<file path="config.mk">
export PLATFORM = sky130hd
export DESIGN_NAME = bidirectional_fixed_delay_line_top
export DESIGN_NICKNAME = d
export VERILOG_FILES = /design/src/design/bfdl_pkg.sv /design/src/design/bidirectional_fixed_delay_line_top.sv
export SDC_FILE = /design/constraint.sdc
export NUM_CORES = 2
export LEC_CHECK = 0
export ABC_AREA = 1
export ABC_CLOCK_PERIOD_IN_PS = 6570
export BUFFER_PORTS_ARGS = -buffer_cell sky130_fd_sc_hd__buf_2
export CORE_MARGIN = 10
export CORE_UTILIZATION = 56
export CTS_CLUSTER_SIZE = 30
export DETAILED_ROUTE_END_ITERATION = 10
export MAX_ROUTING_LAYER = met4
export PLACE_DENSITY_LB_ADDON = 0.08
export SETUP_SLACK_MARGIN = 0.4
export SLEW_MARGIN = 20
export SYNTH_ARGS = -nofsm -noshare
export SYNTH_HDL_FRONTEND = slang
export SYNTH_SLANG_ARGS = --single-unit
</file>
<file path="constraint.sdc">
create_clock -name i_clk -period 6.57 [get_ports i_clk]
set_input_delay 1.314 -clock i_clk [delete_from_list [all_inputs] [get_ports i_clk]]
set_output_delay 1.314 -clock i_clk [all_outputs]
set_load 0.05 [all_outputs]
</file>
<file path="src/design/bfdl_pkg.sv">
// Package for the bidirectional fixed delay line.
// Holds the sequencer state type, register map, field codes and default sizes.
// No dependencies.
`default_nettype none

package bfdl_pkg;

    // Default sizes handed to the top level parameters
    localparam int DEF_QUEUE_DEPTH = 16;
    localparam int DEF_TAG_WIDTH   = 32;

    // Fixed widths of the item fields
    localparam int TAG_PORT_W  = 32;
    localparam int STAMP_W     = 32;
    localparam int DELAY_W     = 16;

    // At most this many results leave on one tick
    localparam int RESULT_CAP  = 32;
    localparam int RES_CNT_W   = $clog2(RESULT_CAP + 1);

    // Configuration port
    localparam int APB_ADDR_W  = 3;
    localparam int APB_DATA_W  = 32;
    localparam logic REG_DELAY_TICKS = 1'b0;

    // Field codes
    localparam logic MODE_ARRIVAL = 1'b0;
    localparam logic MODE_TICK    = 1'b1;
    localparam logic DIR_LR       = 1'b0;
    localparam logic DIR_RL       = 1'b1;

    // Tick sequencer
    typedef enum logic [1:0] {
        S_IDLE,
        S_READ,
        S_CHECK,
        S_FLUSH
    } t_state;

endpackage

`default_nettype wire

</file>
<file path="src/design/bidirectional_fixed_delay_line_top.sv">
// Top level of the bidirectional fixed delay line: two timestamped FIFOs,
// the tick sequencer with its shared age compare, and the APB register.
// Depends on bfdl_pkg.
//
// Usage:
//   Items enter on start/i_mode/i_direction/i_packet_tag and are taken at an
//   edge where start is high and busy is low. Results leave on o_valid with
//   o_out_tag, o_out_direction, o_dropped and o_last, one cycle each; the
//   receiver must take them as they come.
//   An arrival is stamped and queued, or, with a zero delay or a full queue,
//   its single result shows on the next cycle. busy stays low, so arrivals
//   may follow each other every cycle.
//   A tick advances the time counter and then walks the heads of both
//   queues, left to right first, through one shared age subtract/compare.
//   Each head look is a head memory read, then a compare; busy stays high
//   until each queue stops on an entry that is not yet due, runs empty or
//   meets the result cap, and the held result has been flushed. Each
//   result leaves one look behind the entry it carries so that o_last
//   can be set.
//   The user writes delay_ticks through the APB port only while busy is low;
//   the block does not enforce it. Reset empties both queues, clears the time
//   counter and the delay; the queue memories are not cleared.
`default_nettype none

module bidirectional_fixed_delay_line_top
    import bfdl_pkg::*;
#(
    parameter int QUEUE_DEPTH = DEF_QUEUE_DEPTH,
    parameter int TAG_WIDTH   = DEF_TAG_WIDTH
) (
    input  wire logic                  i_clk,
    input  wire logic                  i_rst_n,
    // item input
    input  wire logic                  start,
    output logic                       busy,
    input  wire logic                  i_mode,
    input  wire logic                  i_direction,
    input  wire logic [TAG_PORT_W-1:0] i_packet_tag,
    // result output
    output logic                       o_valid,
    output logic [TAG_PORT_W-1:0]      o_out_tag,
    output logic                       o_out_direction,
    output logic                       o_dropped,
    output logic                       o_last,
    // configuration
    input  wire logic                  psel,
    input  wire logic                  penable,
    input  wire logic                  pwrite,
    input  wire logic [APB_ADDR_W-1:0] paddr,
    input  wire logic [APB_DATA_W-1:0] pwdata,
    output logic [APB_DATA_W-1:0]      prdata,
    output logic                       pready
);

    localparam int IW = (QUEUE_DEPTH > 1) ? $clog2(QUEUE_DEPTH) : 1;
    localparam int CW = $clog2(QUEUE_DEPTH + 1);
    localparam int TW = (TAG_WIDTH < TAG_PORT_W) ? TAG_WIDTH : TAG_PORT_W;
    localparam logic [CW-1:0] DEPTH_C  = CW'(QUEUE_DEPTH);
    localparam logic [IW:0]   DEPTH_X  = (IW + 1)'(QUEUE_DEPTH);
    localparam logic [IW-1:0] LAST_IDX = IW'(QUEUE_DEPTH - 1);
    localparam logic [RES_CNT_W-1:0] CAP_C = RES_CNT_W'(RESULT_CAP);

    // Queue memories
    logic [TW-1:0]      lr_tag_mem   [QUEUE_DEPTH];
    logic [STAMP_W-1:0] lr_stamp_mem [QUEUE_DEPTH];
    logic [TW-1:0]      rl_tag_mem   [QUEUE_DEPTH];
    logic [STAMP_W-1:0] rl_stamp_mem [QUEUE_DEPTH];

    // Control state
    t_state               r_state, n_state;
    logic [DELAY_W-1:0]   r_delay;
    logic [STAMP_W-1:0]   r_time, n_time;
    logic [IW-1:0]        r_lr_head, n_lr_head, r_rl_head, n_rl_head;
    logic [CW-1:0]        r_lr_count, n_lr_count, r_rl_count, n_rl_count;
    logic                 r_sel, n_sel;
    logic [RES_CNT_W-1:0] r_k, n_k;
    logic                 r_pend_valid, n_pend_valid;
    logic                 r_valid, n_valid;

    // Payload registers
    logic [TW-1:0]        r_pend_tag, n_pend_tag;
    logic                 r_pend_dir, n_pend_dir;
    logic [TW-1:0]        r_out_tag, n_out_tag;
    logic                 r_out_dir, n_out_dir;
    logic                 r_dropped, n_dropped;
    logic                 r_last, n_last;
    logic [TW-1:0]        r_lr_rd_tag, r_rl_rd_tag;
    logic [STAMP_W-1:0]   r_lr_rd_stamp, r_rl_rd_stamp;

    // Combinational helpers
    logic                 accept;
    logic                 cfg_wr;
    logic [TW-1:0]        in_tag;
    logic [IW-1:0]        arr_head;
    logic [CW-1:0]        arr_count;
    logic [IW:0]          tail_sum;
    logic [IW-1:0]        tail_idx;
    logic                 wr_lr, wr_rl;
    logic [CW-1:0]        sel_count;
    logic [TW-1:0]        cand_tag;
    logic [STAMP_W-1:0]   cand_stamp;
    logic [STAMP_W-1:0]   age;
    logic                 q_skip;
    logic                 q_due;

    assign busy   = (r_state != S_IDLE);
    assign accept = start && (r_state == S_IDLE);
    assign in_tag = i_packet_tag[TW-1:0];

    // Configuration port
    assign pready = 1'b1;
    assign cfg_wr = psel && penable && pwrite && pready && (paddr[2] == REG_DELAY_TICKS);
    assign prdata = (paddr[2] == REG_DELAY_TICKS) ?
                    {{(APB_DATA_W - DELAY_W){1'b0}}, r_delay} : '0;

    // Tail position of the arriving item's queue
    assign arr_head  = (i_direction == DIR_RL) ? r_rl_head : r_lr_head;
    assign arr_count = (i_direction == DIR_RL) ? r_rl_count : r_lr_count;
    assign tail_sum  = {1'b0, arr_head} + (IW + 1)'(arr_count);
    always_comb begin
        if (tail_sum >= DEPTH_X) begin
            tail_idx = IW'(tail_sum - DEPTH_X);
        end else begin
            tail_idx = tail_sum[IW-1:0];
        end
    end

    // Shared age compare on the selected queue's head
    assign sel_count  = (r_sel == DIR_RL) ? r_rl_count : r_lr_count;
    assign cand_tag   = (r_sel == DIR_RL) ? r_rl_rd_tag : r_lr_rd_tag;
    assign cand_stamp = (r_sel == DIR_RL) ? r_rl_rd_stamp : r_lr_rd_stamp;
    assign age        = r_time - cand_stamp;
    assign q_due      = (age >= {{(STAMP_W - DELAY_W){1'b0}}, r_delay});
    assign q_skip     = (sel_count == '0) || (r_k == CAP_C);

    // Next state
    always_comb begin
        n_state = r_state;
        case (r_state)
            S_IDLE: begin
                if (accept && (i_mode == MODE_TICK)) begin
                    n_state = S_READ;
                end
            end
            S_READ: begin
                if (q_skip) begin
                    n_state = (r_sel == DIR_LR) ? S_READ : S_FLUSH;
                end else begin
                    n_state = S_CHECK;
                end
            end
            S_CHECK: begin
                if (q_due) begin
                    n_state = S_READ;
                end else begin
                    n_state = (r_sel == DIR_LR) ? S_READ : S_FLUSH;
                end
            end
            S_FLUSH: begin
                n_state = S_IDLE;
            end
            default: begin
                n_state = S_IDLE;
            end
        endcase
    end

    // Datapath and outputs
    always_comb begin
        n_time       = r_time;
        n_lr_head    = r_lr_head;
        n_rl_head    = r_rl_head;
        n_lr_count   = r_lr_count;
        n_rl_count   = r_rl_count;
        n_sel        = r_sel;
        n_k          = r_k;
        n_pend_valid = r_pend_valid;
        n_pend_tag   = r_pend_tag;
        n_pend_dir   = r_pend_dir;
        n_valid      = 1'b0;
        n_out_tag    = r_out_tag;
        n_out_dir    = r_out_dir;
        n_dropped    = r_dropped;
        n_last       = r_last;
        wr_lr        = 1'b0;
        wr_rl        = 1'b0;
        case (r_state)
            S_IDLE: begin
                if (accept && (i_mode == MODE_ARRIVAL)) begin
                    if (r_delay == '0) begin
                        // bypass the queues
                        n_valid   = 1'b1;
                        n_out_tag = in_tag;
                        n_out_dir = i_direction;
                        n_dropped = 1'b0;
                        n_last    = 1'b1;
                    end else if (arr_count == DEPTH_C) begin
                        // drop and flag
                        n_valid   = 1'b1;
                        n_out_tag = in_tag;
                        n_out_dir = i_direction;
                        n_dropped = 1'b1;
                        n_last    = 1'b1;
                    end else if (i_direction == DIR_RL) begin
                        wr_rl      = 1'b1;
                        n_rl_count = r_rl_count + 1'b1;
                    end else begin
                        wr_lr      = 1'b1;
                        n_lr_count = r_lr_count + 1'b1;
                    end
                end else if (accept) begin
                    // advance time and start the walk at the left-to-right queue
                    n_time       = r_time + 1'b1;
                    n_sel        = DIR_LR;
                    n_k          = '0;
                    n_pend_valid = 1'b0;
                end
            end
            S_READ: begin
                if (q_skip && (r_sel == DIR_LR)) begin
                    n_sel = DIR_RL;
                end
            end
            S_CHECK: begin
                if (q_due) begin
                    // pop the head, send the held result, hold this one
                    if (r_sel == DIR_RL) begin
                        n_rl_head  = (r_rl_head == LAST_IDX) ? '0 : r_rl_head + 1'b1;
                        n_rl_count = r_rl_count - 1'b1;
                    end else begin
                        n_lr_head  = (r_lr_head == LAST_IDX) ? '0 : r_lr_head + 1'b1;
                        n_lr_count = r_lr_count - 1'b1;
                    end
                    if (r_pend_valid) begin
                        n_valid   = 1'b1;
                        n_out_tag = r_pend_tag;
                        n_out_dir = r_pend_dir;
                        n_dropped = 1'b0;
                        n_last    = 1'b0;
                    end
                    n_pend_valid = 1'b1;
                    n_pend_tag   = cand_tag;
                    n_pend_dir   = r_sel;
                    n_k          = r_k + 1'b1;
                end else if (r_sel == DIR_LR) begin
                    n_sel = DIR_RL;
                end
            end
            S_FLUSH: begin
                // send the held result as the last one
                if (r_pend_valid) begin
                    n_valid   = 1'b1;
                    n_out_tag = r_pend_tag;
                    n_out_dir = r_pend_dir;
                    n_dropped = 1'b0;
                    n_last    = 1'b1;
                end
                n_pend_valid = 1'b0;
            end
            default: begin
                n_pend_valid = 1'b0;
            end
        endcase
    end

    // Control registers
    always_ff @(posedge i_clk) begin
        if (!i_rst_n) begin
            r_state      <= S_IDLE;
            r_delay      <= '0;
            r_time       <= '0;
            r_lr_head    <= '0;
            r_rl_head    <= '0;
            r_lr_count   <= '0;
            r_rl_count   <= '0;
            r_sel        <= DIR_LR;
            r_k          <= '0;
            r_pend_valid <= 1'b0;
            r_valid      <= 1'b0;
        end else begin
            r_state      <= n_state;
            r_time       <= n_time;
            r_lr_head    <= n_lr_head;
            r_rl_head    <= n_rl_head;
            r_lr_count   <= n_lr_count;
            r_rl_count   <= n_rl_count;
            r_sel        <= n_sel;
            r_k          <= n_k;
            r_pend_valid <= n_pend_valid;
            r_valid      <= n_valid;
            if (cfg_wr) begin
                r_delay <= pwdata[DELAY_W-1:0];
            end
        end
    end

    // Payload registers
    always_ff @(posedge i_clk) begin
        r_pend_tag <= n_pend_tag;
        r_pend_dir <= n_pend_dir;
        r_out_tag  <= n_out_tag;
        r_out_dir  <= n_out_dir;
        r_dropped  <= n_dropped;
        r_last     <= n_last;
    end

    // Queue memories: write at the tail, read the head every cycle
    always_ff @(posedge i_clk) begin
        if (wr_lr) begin
            lr_tag_mem[tail_idx]   <= in_tag;
            lr_stamp_mem[tail_idx] <= r_time;
        end
        r_lr_rd_tag   <= lr_tag_mem[r_lr_head];
        r_lr_rd_stamp <= lr_stamp_mem[r_lr_head];
    end

    always_ff @(posedge i_clk) begin
        if (wr_rl) begin
            rl_tag_mem[tail_idx]   <= in_tag;
            rl_stamp_mem[tail_idx] <= r_time;
        end
        r_rl_rd_tag   <= rl_tag_mem[r_rl_head];
        r_rl_rd_stamp <= rl_stamp_mem[r_rl_head];
    end

    assign o_valid         = r_valid;
    assign o_out_tag       = TAG_PORT_W'(r_out_tag);
    assign o_out_direction = r_out_dir;
    assign o_dropped       = r_dropped;
    assign o_last          = r_last;

endmodule

`default_nettype wire
</file>
==> run summary <==
The flow ran to the end, and the final reports show no timing, DRC or antenna violations. The post-synthesis adder-cell area fraction works out to 1.00%. Row generation in the floorplan step produced 148 rows.

Counting instances, the worst hold path has a depth of 2. Entering global routing, the biggest net connects 206 pins. The run gives 222 as the number of CTS-inserted buffers. The die is 425 µm wide. The internal power component is 24200 µW, and the reported leakage power is 0.0339 µW. The family of cells with the greatest summed delay on the critical path was buffers and inverters. STA classifies the critical path startpoint as a register. Of the total power, combinational logic draws 8.2%.

During I/O placement, the number of pins put on the boundary was 145. Dividing total power by cell area gives a power density of 312 nW/µm². The switching power total is 7660 µW, and the post-CTS clock slew at the launch and capture registers of the worst setup and hold paths is 0.06 ns.

The area growth from synthesis to layout came out at 11.5%. The most frequent cell on the critical path is sky130_fd_sc_hd__nand2_1. The congestion estimate from routability-driven global placement came to 0.900.

The tools report the worst voltage drop across the vdd grid as 0.320 mV. The H-tree was split into 4 levels. The register bit total from synthesis was 2321; the number of max-cap violations was 0. The run gives 0 as the post-detailed-route DRC marker count.

The synthesized-area fraction occupied by and/or/nand/nor cells was 10.6%. The cell sitting at the root of the clock tree is a sky130_fd_sc_hd__clkbuf_16. TritonCTS built the clock tree.

Number of pins exceeding their max-slew limit in the final report: 0. Summing the areas of all compound-gate instances in the mapped netlist gives 9.97% of the synthesized area. Endpoint kind of the worst setup timing path: a register. Yosys printed 0 warnings.

The path type of the worst min-delay path was register to register. The number of buffers and inverters on the critical path is 4. In the final routed layout, each cell accounts on average for 26.4 µm. Once detail routing completed, the nets flagged for antenna violations numbered 0.

Sequential cells were found to cover 73.8% of the synthesized design area. In this design, the stage delay of the slowest critical-path cell is 0.78 ns. The wire length after detailed routing was 251000 µm.

The net count of the finished layout is 7314. In the synthesized netlist the async set-or-reset flop fraction comes to 0%. Of the total power, the share spent switching nets is 24.1%. The synthesized design contains 2116 enable-type register cells. Buffers added to address setup during post-CTS repair amount to 0. On the final layout, the worst clock skew is 0.0381 ns. Once layout is complete, the cells apart from fillers number 9543. The number of antenna violations at the first check in global routing was 5; the detailed placement HPWL was 130000 µm. Across every metal layer, demand over resource in global routing totals 28.2%. CTS saw 2321 sinks. The fraction of the cycle the final worst path needs came out at 87.5%. Traced cell by cell, the critical path runs through buf_4, mux2i_1, ha_1, nand2_1, inv_1, nand2_1, nor3_1, and2_1, nand2_1, nand2_1, nand2_1, nand2_1, nor2_1, nand2_1, nor2_2, nand2_1, nand2_1, inv_2, buf_4. Registers are responsible for 52.0% of the overall power. Peak fanout along the critical path: 35. The share of cells above drive strength 1 was 9.31%; the number of buffers on the longest clock path was 3. The average vias per placed instance came out at 6.14.

By area the synthesized netlist is led by sky130_fd_sc_hd__edfxtp_1 (69%), sky130_fd_sc_hd__nor2_1 (5.1%), sky130_fd_sc_hd__dfxtp_1 (4.5%). Clock latency on the worst-skew pair, taken at its later pin, is 0.88 ns. Leading area contributor after synthesis: sky130_fd_sc_hd__edfxtp_1.

The largest individual stage delay along the critical path comes from the cell sky130_fd_sc_hd__buf_4. For the number of inserted filler cells in the final layout, the log shows 12300. The number of global-route vias before repair is 55500, and the xor-xnor portion of the synthesized cell area is 0.344%.

The number of standard cells after synthesis came out at 7134. By instance count, the leading cell after synthesis is sky130_fd_sc_hd__edfxtp_1. Setup repair after global routing left no endpoint under its margin. STA puts the critical path data required time at 7.08 ns. The clock network burns 39.8% of the power. Of the post-synthesis cell area, the part taken by muxes is 1.46%.

For the worst setup path, the data arrival time is 6.25 ns. The type of the worst setup path was register to register. Remaining global-route overflow: 0. The first global-routing pass estimated 369000 µm of wire. The synthesized design devotes to its leading area cell type 69.3% of total area. Post-CTS repair changed the size of 0 cells. Number of buffer cells added on primary ports: 109. The worst register-to-register path has a depth of 19. Among all flip-flop cells after synthesis, the most frequent one is sky130_fd_sc_hd__edfxtp_1. The number of placed instances, taps included, is 9119. The core outline area is 163000 µm². Setup violations remaining at the end of the flow were counted as 0. The starting density of the core is 56.3%, and the instance count on the critical path is 19. The worst pin sits at a relative slew slack of 21.9%. The final period demand of the worst path works out to 5.75 ns.

The achievable frequency is 0.174 GHz. The average instance area after synthesis was 12.8 µm². Sorting the synthesized cells by how often they occur yields sky130_fd_sc_hd__edfxtp_1 (2116), sky130_fd_sc_hd__nor2_1 (1243), sky130_fd_sc_hd__o21ai_0 (818), sky130_fd_sc_hd__nand2_1 (816), sky130_fd_sc_hd__clkbuf_1 (403). From bottom edge to top edge, the die measures 425 µm.

The detailed-routing iteration count for the pre-antenna-repair pass is 6, and the via count of the routed design is 58600. After synthesis, the largest family of logic cells by area is simple AND/OR/NAND/NOR gates. Summed over all failing endpoints, the final setup total negative slack is 0 ns.

The number of different library cells used by synthesis comes to 55. The die covers 180000 µm². Synthesized area: 91700 µm². The number of endpoints with negative hold slack in the final report is 0.

The detailed router finished its first iteration with 6957 violations. The number of hold buffers added after CTS was 0. At the pin with the least slew margin, the transition time is 1.17 ns.
-- registers in the layout (all words and copies together) (netlist names), 4 cells and up --
name / cells
lr_stamp_mem: 512
lr_tag_mem: 512
rl_stamp_mem: 512
rl_tag_mem: 512
o_out_tag: 32
r_lr_rd_stamp: 32
r_lr_rd_tag: 32
r_pend_tag: 32
r_rl_rd_stamp: 32
r_rl_rd_tag: 32
r_time: 32
r_delay: 16
r_k: 6
r_lr_count: 5
r_rl_count: 5
r_lr_head: 4
r_rl_head: 4
-- area by class of cell --
cell class / count / area, µm² / share of cell area [%]
antenna: 3 / 7.51 / 0.00735
clock buffer: 306 / 6130 / 6.00
clock inverter: 115 / 1120 / 1.10
inverter: 221 / 866 / 0.847
multi-input combinational: 4157 / 21700 / 21.3
sequential: 2321 / 67700 / 66.2
tap: 2175 / 2720 / 2.66
timing repair buffer: 245 / 1890 / 1.85
-- per-stage QoR --
| stage | instance area, µm² | hold slack, ns | total power [µW] | utilization (%) | setup slack [ns] |
|---|---|---|---|---|---|
| 6_report | 102000 | 0.482 | 31800 | 62.8 | 0.822 |
| 5_1_grt | 102000 | 0.513 | 32800 | 62.8 | 0.581 |
| 4_1_cts | 102000 | 0.477 | 32000 | 62.8 | 0.910 |
| 3_5_place_dp | 94900 | 0.468 | 19500 | 58.3 | 0.967 |
| 3_3_place_gp | 94900 | 0.458 | 19400 | 58.3 | 0.940 |
| 2_1_floorplan | 91800 | 0.434 | 18500 | - | 0.201 |
-- power by group through the flow --
| stage | registers [µW] | clock network [µW] | logic (µW) |
|---|---|---|---|
| after detailed placement | 16900 | 0 | 2610 |
| after CTS | 16600 | 12800 | 2620 |
| final | 16500 | 12700 | 2630 |
| after global routing | 16600 | 13400 | 2870 |
| after floorplan | 17000 | 0 | 1490 |
| after global placement | 16900 | 0 | 2570 |
-- layout by cell type (no fill, tap or decap), drive strengths merged, types with 92 or more instances in the layout --
master  synthesis  routed
mux2i         134     134
dfxtp         205     205
clkbuf        403     306
o32ai         151     151
nand3         271     271
clkinv          2      92
buf            47     245
o21ai         819     819
nor2         1258    1258
o22ai         148     148
edfxtp       2116    2116
inv           219     225
nand2         828     828
o221ai        213     213
-- worst min-delay path, cell delays in order, from the launching register on --
cell and delay, ns:
sky130_fd_sc_hd__dfxtp_1 0.31, sky130_fd_sc_hd__inv_1 0.07, sky130_fd_sc_hd__a21oi_1 0.06
-- routing by layer --
layer | vias up | wire length, µm | global-route usage [%] | part of all wire [%]
met4 | 0 | 8720 | 9.44 | 3.5
met5 | - | 0 | - | 0
li1 | 26200 | - | - | -
met2 | 2669 | 120000 | 44.7 | 48
met3 | 475 | 19900 | 4.01 | 7.9
met1 | 29300 | 103000 | 37.8 | 41
-- logic make-up (layout without fill, tap and decap cells) --
| logic type | count (synthesis) | after routing |
|---|---|---|
| other | 2 | 20 |
| DFF | 2321 | 2321 |
| and+or+nand+nor | 2417 | 2417 |
| AOI/OAI and AO/OA | 1482 | 1482 |
| adders and majority gates | 71 | 71 |
| xor gates and xnor gates | 36 | 36 |
| muxes | 134 | 134 |
| buffers and inverters | 671 | 887 |
-- final timing paths --
check / to / slack (ns) / start
max: r_pend_tag[14]$_DFFE_PP_ / 0.82 / r_sel$_SDFFE_PN0P_
min reg2reg: r_pend_valid$_SDFFE_PN0P_ / 0.48 / r_pend_valid$_SDFFE_PN0P_
max reg2reg: r_pend_tag[14]$_DFFE_PP_ / 0.82 / r_sel$_SDFFE_PN0P_
min: r_pend_valid$_SDFFE_PN0P_ / 0.48 / r_pend_valid$_SDFFE_PN0P_
No activity file was read; power rests on OpenSTA's default activity.
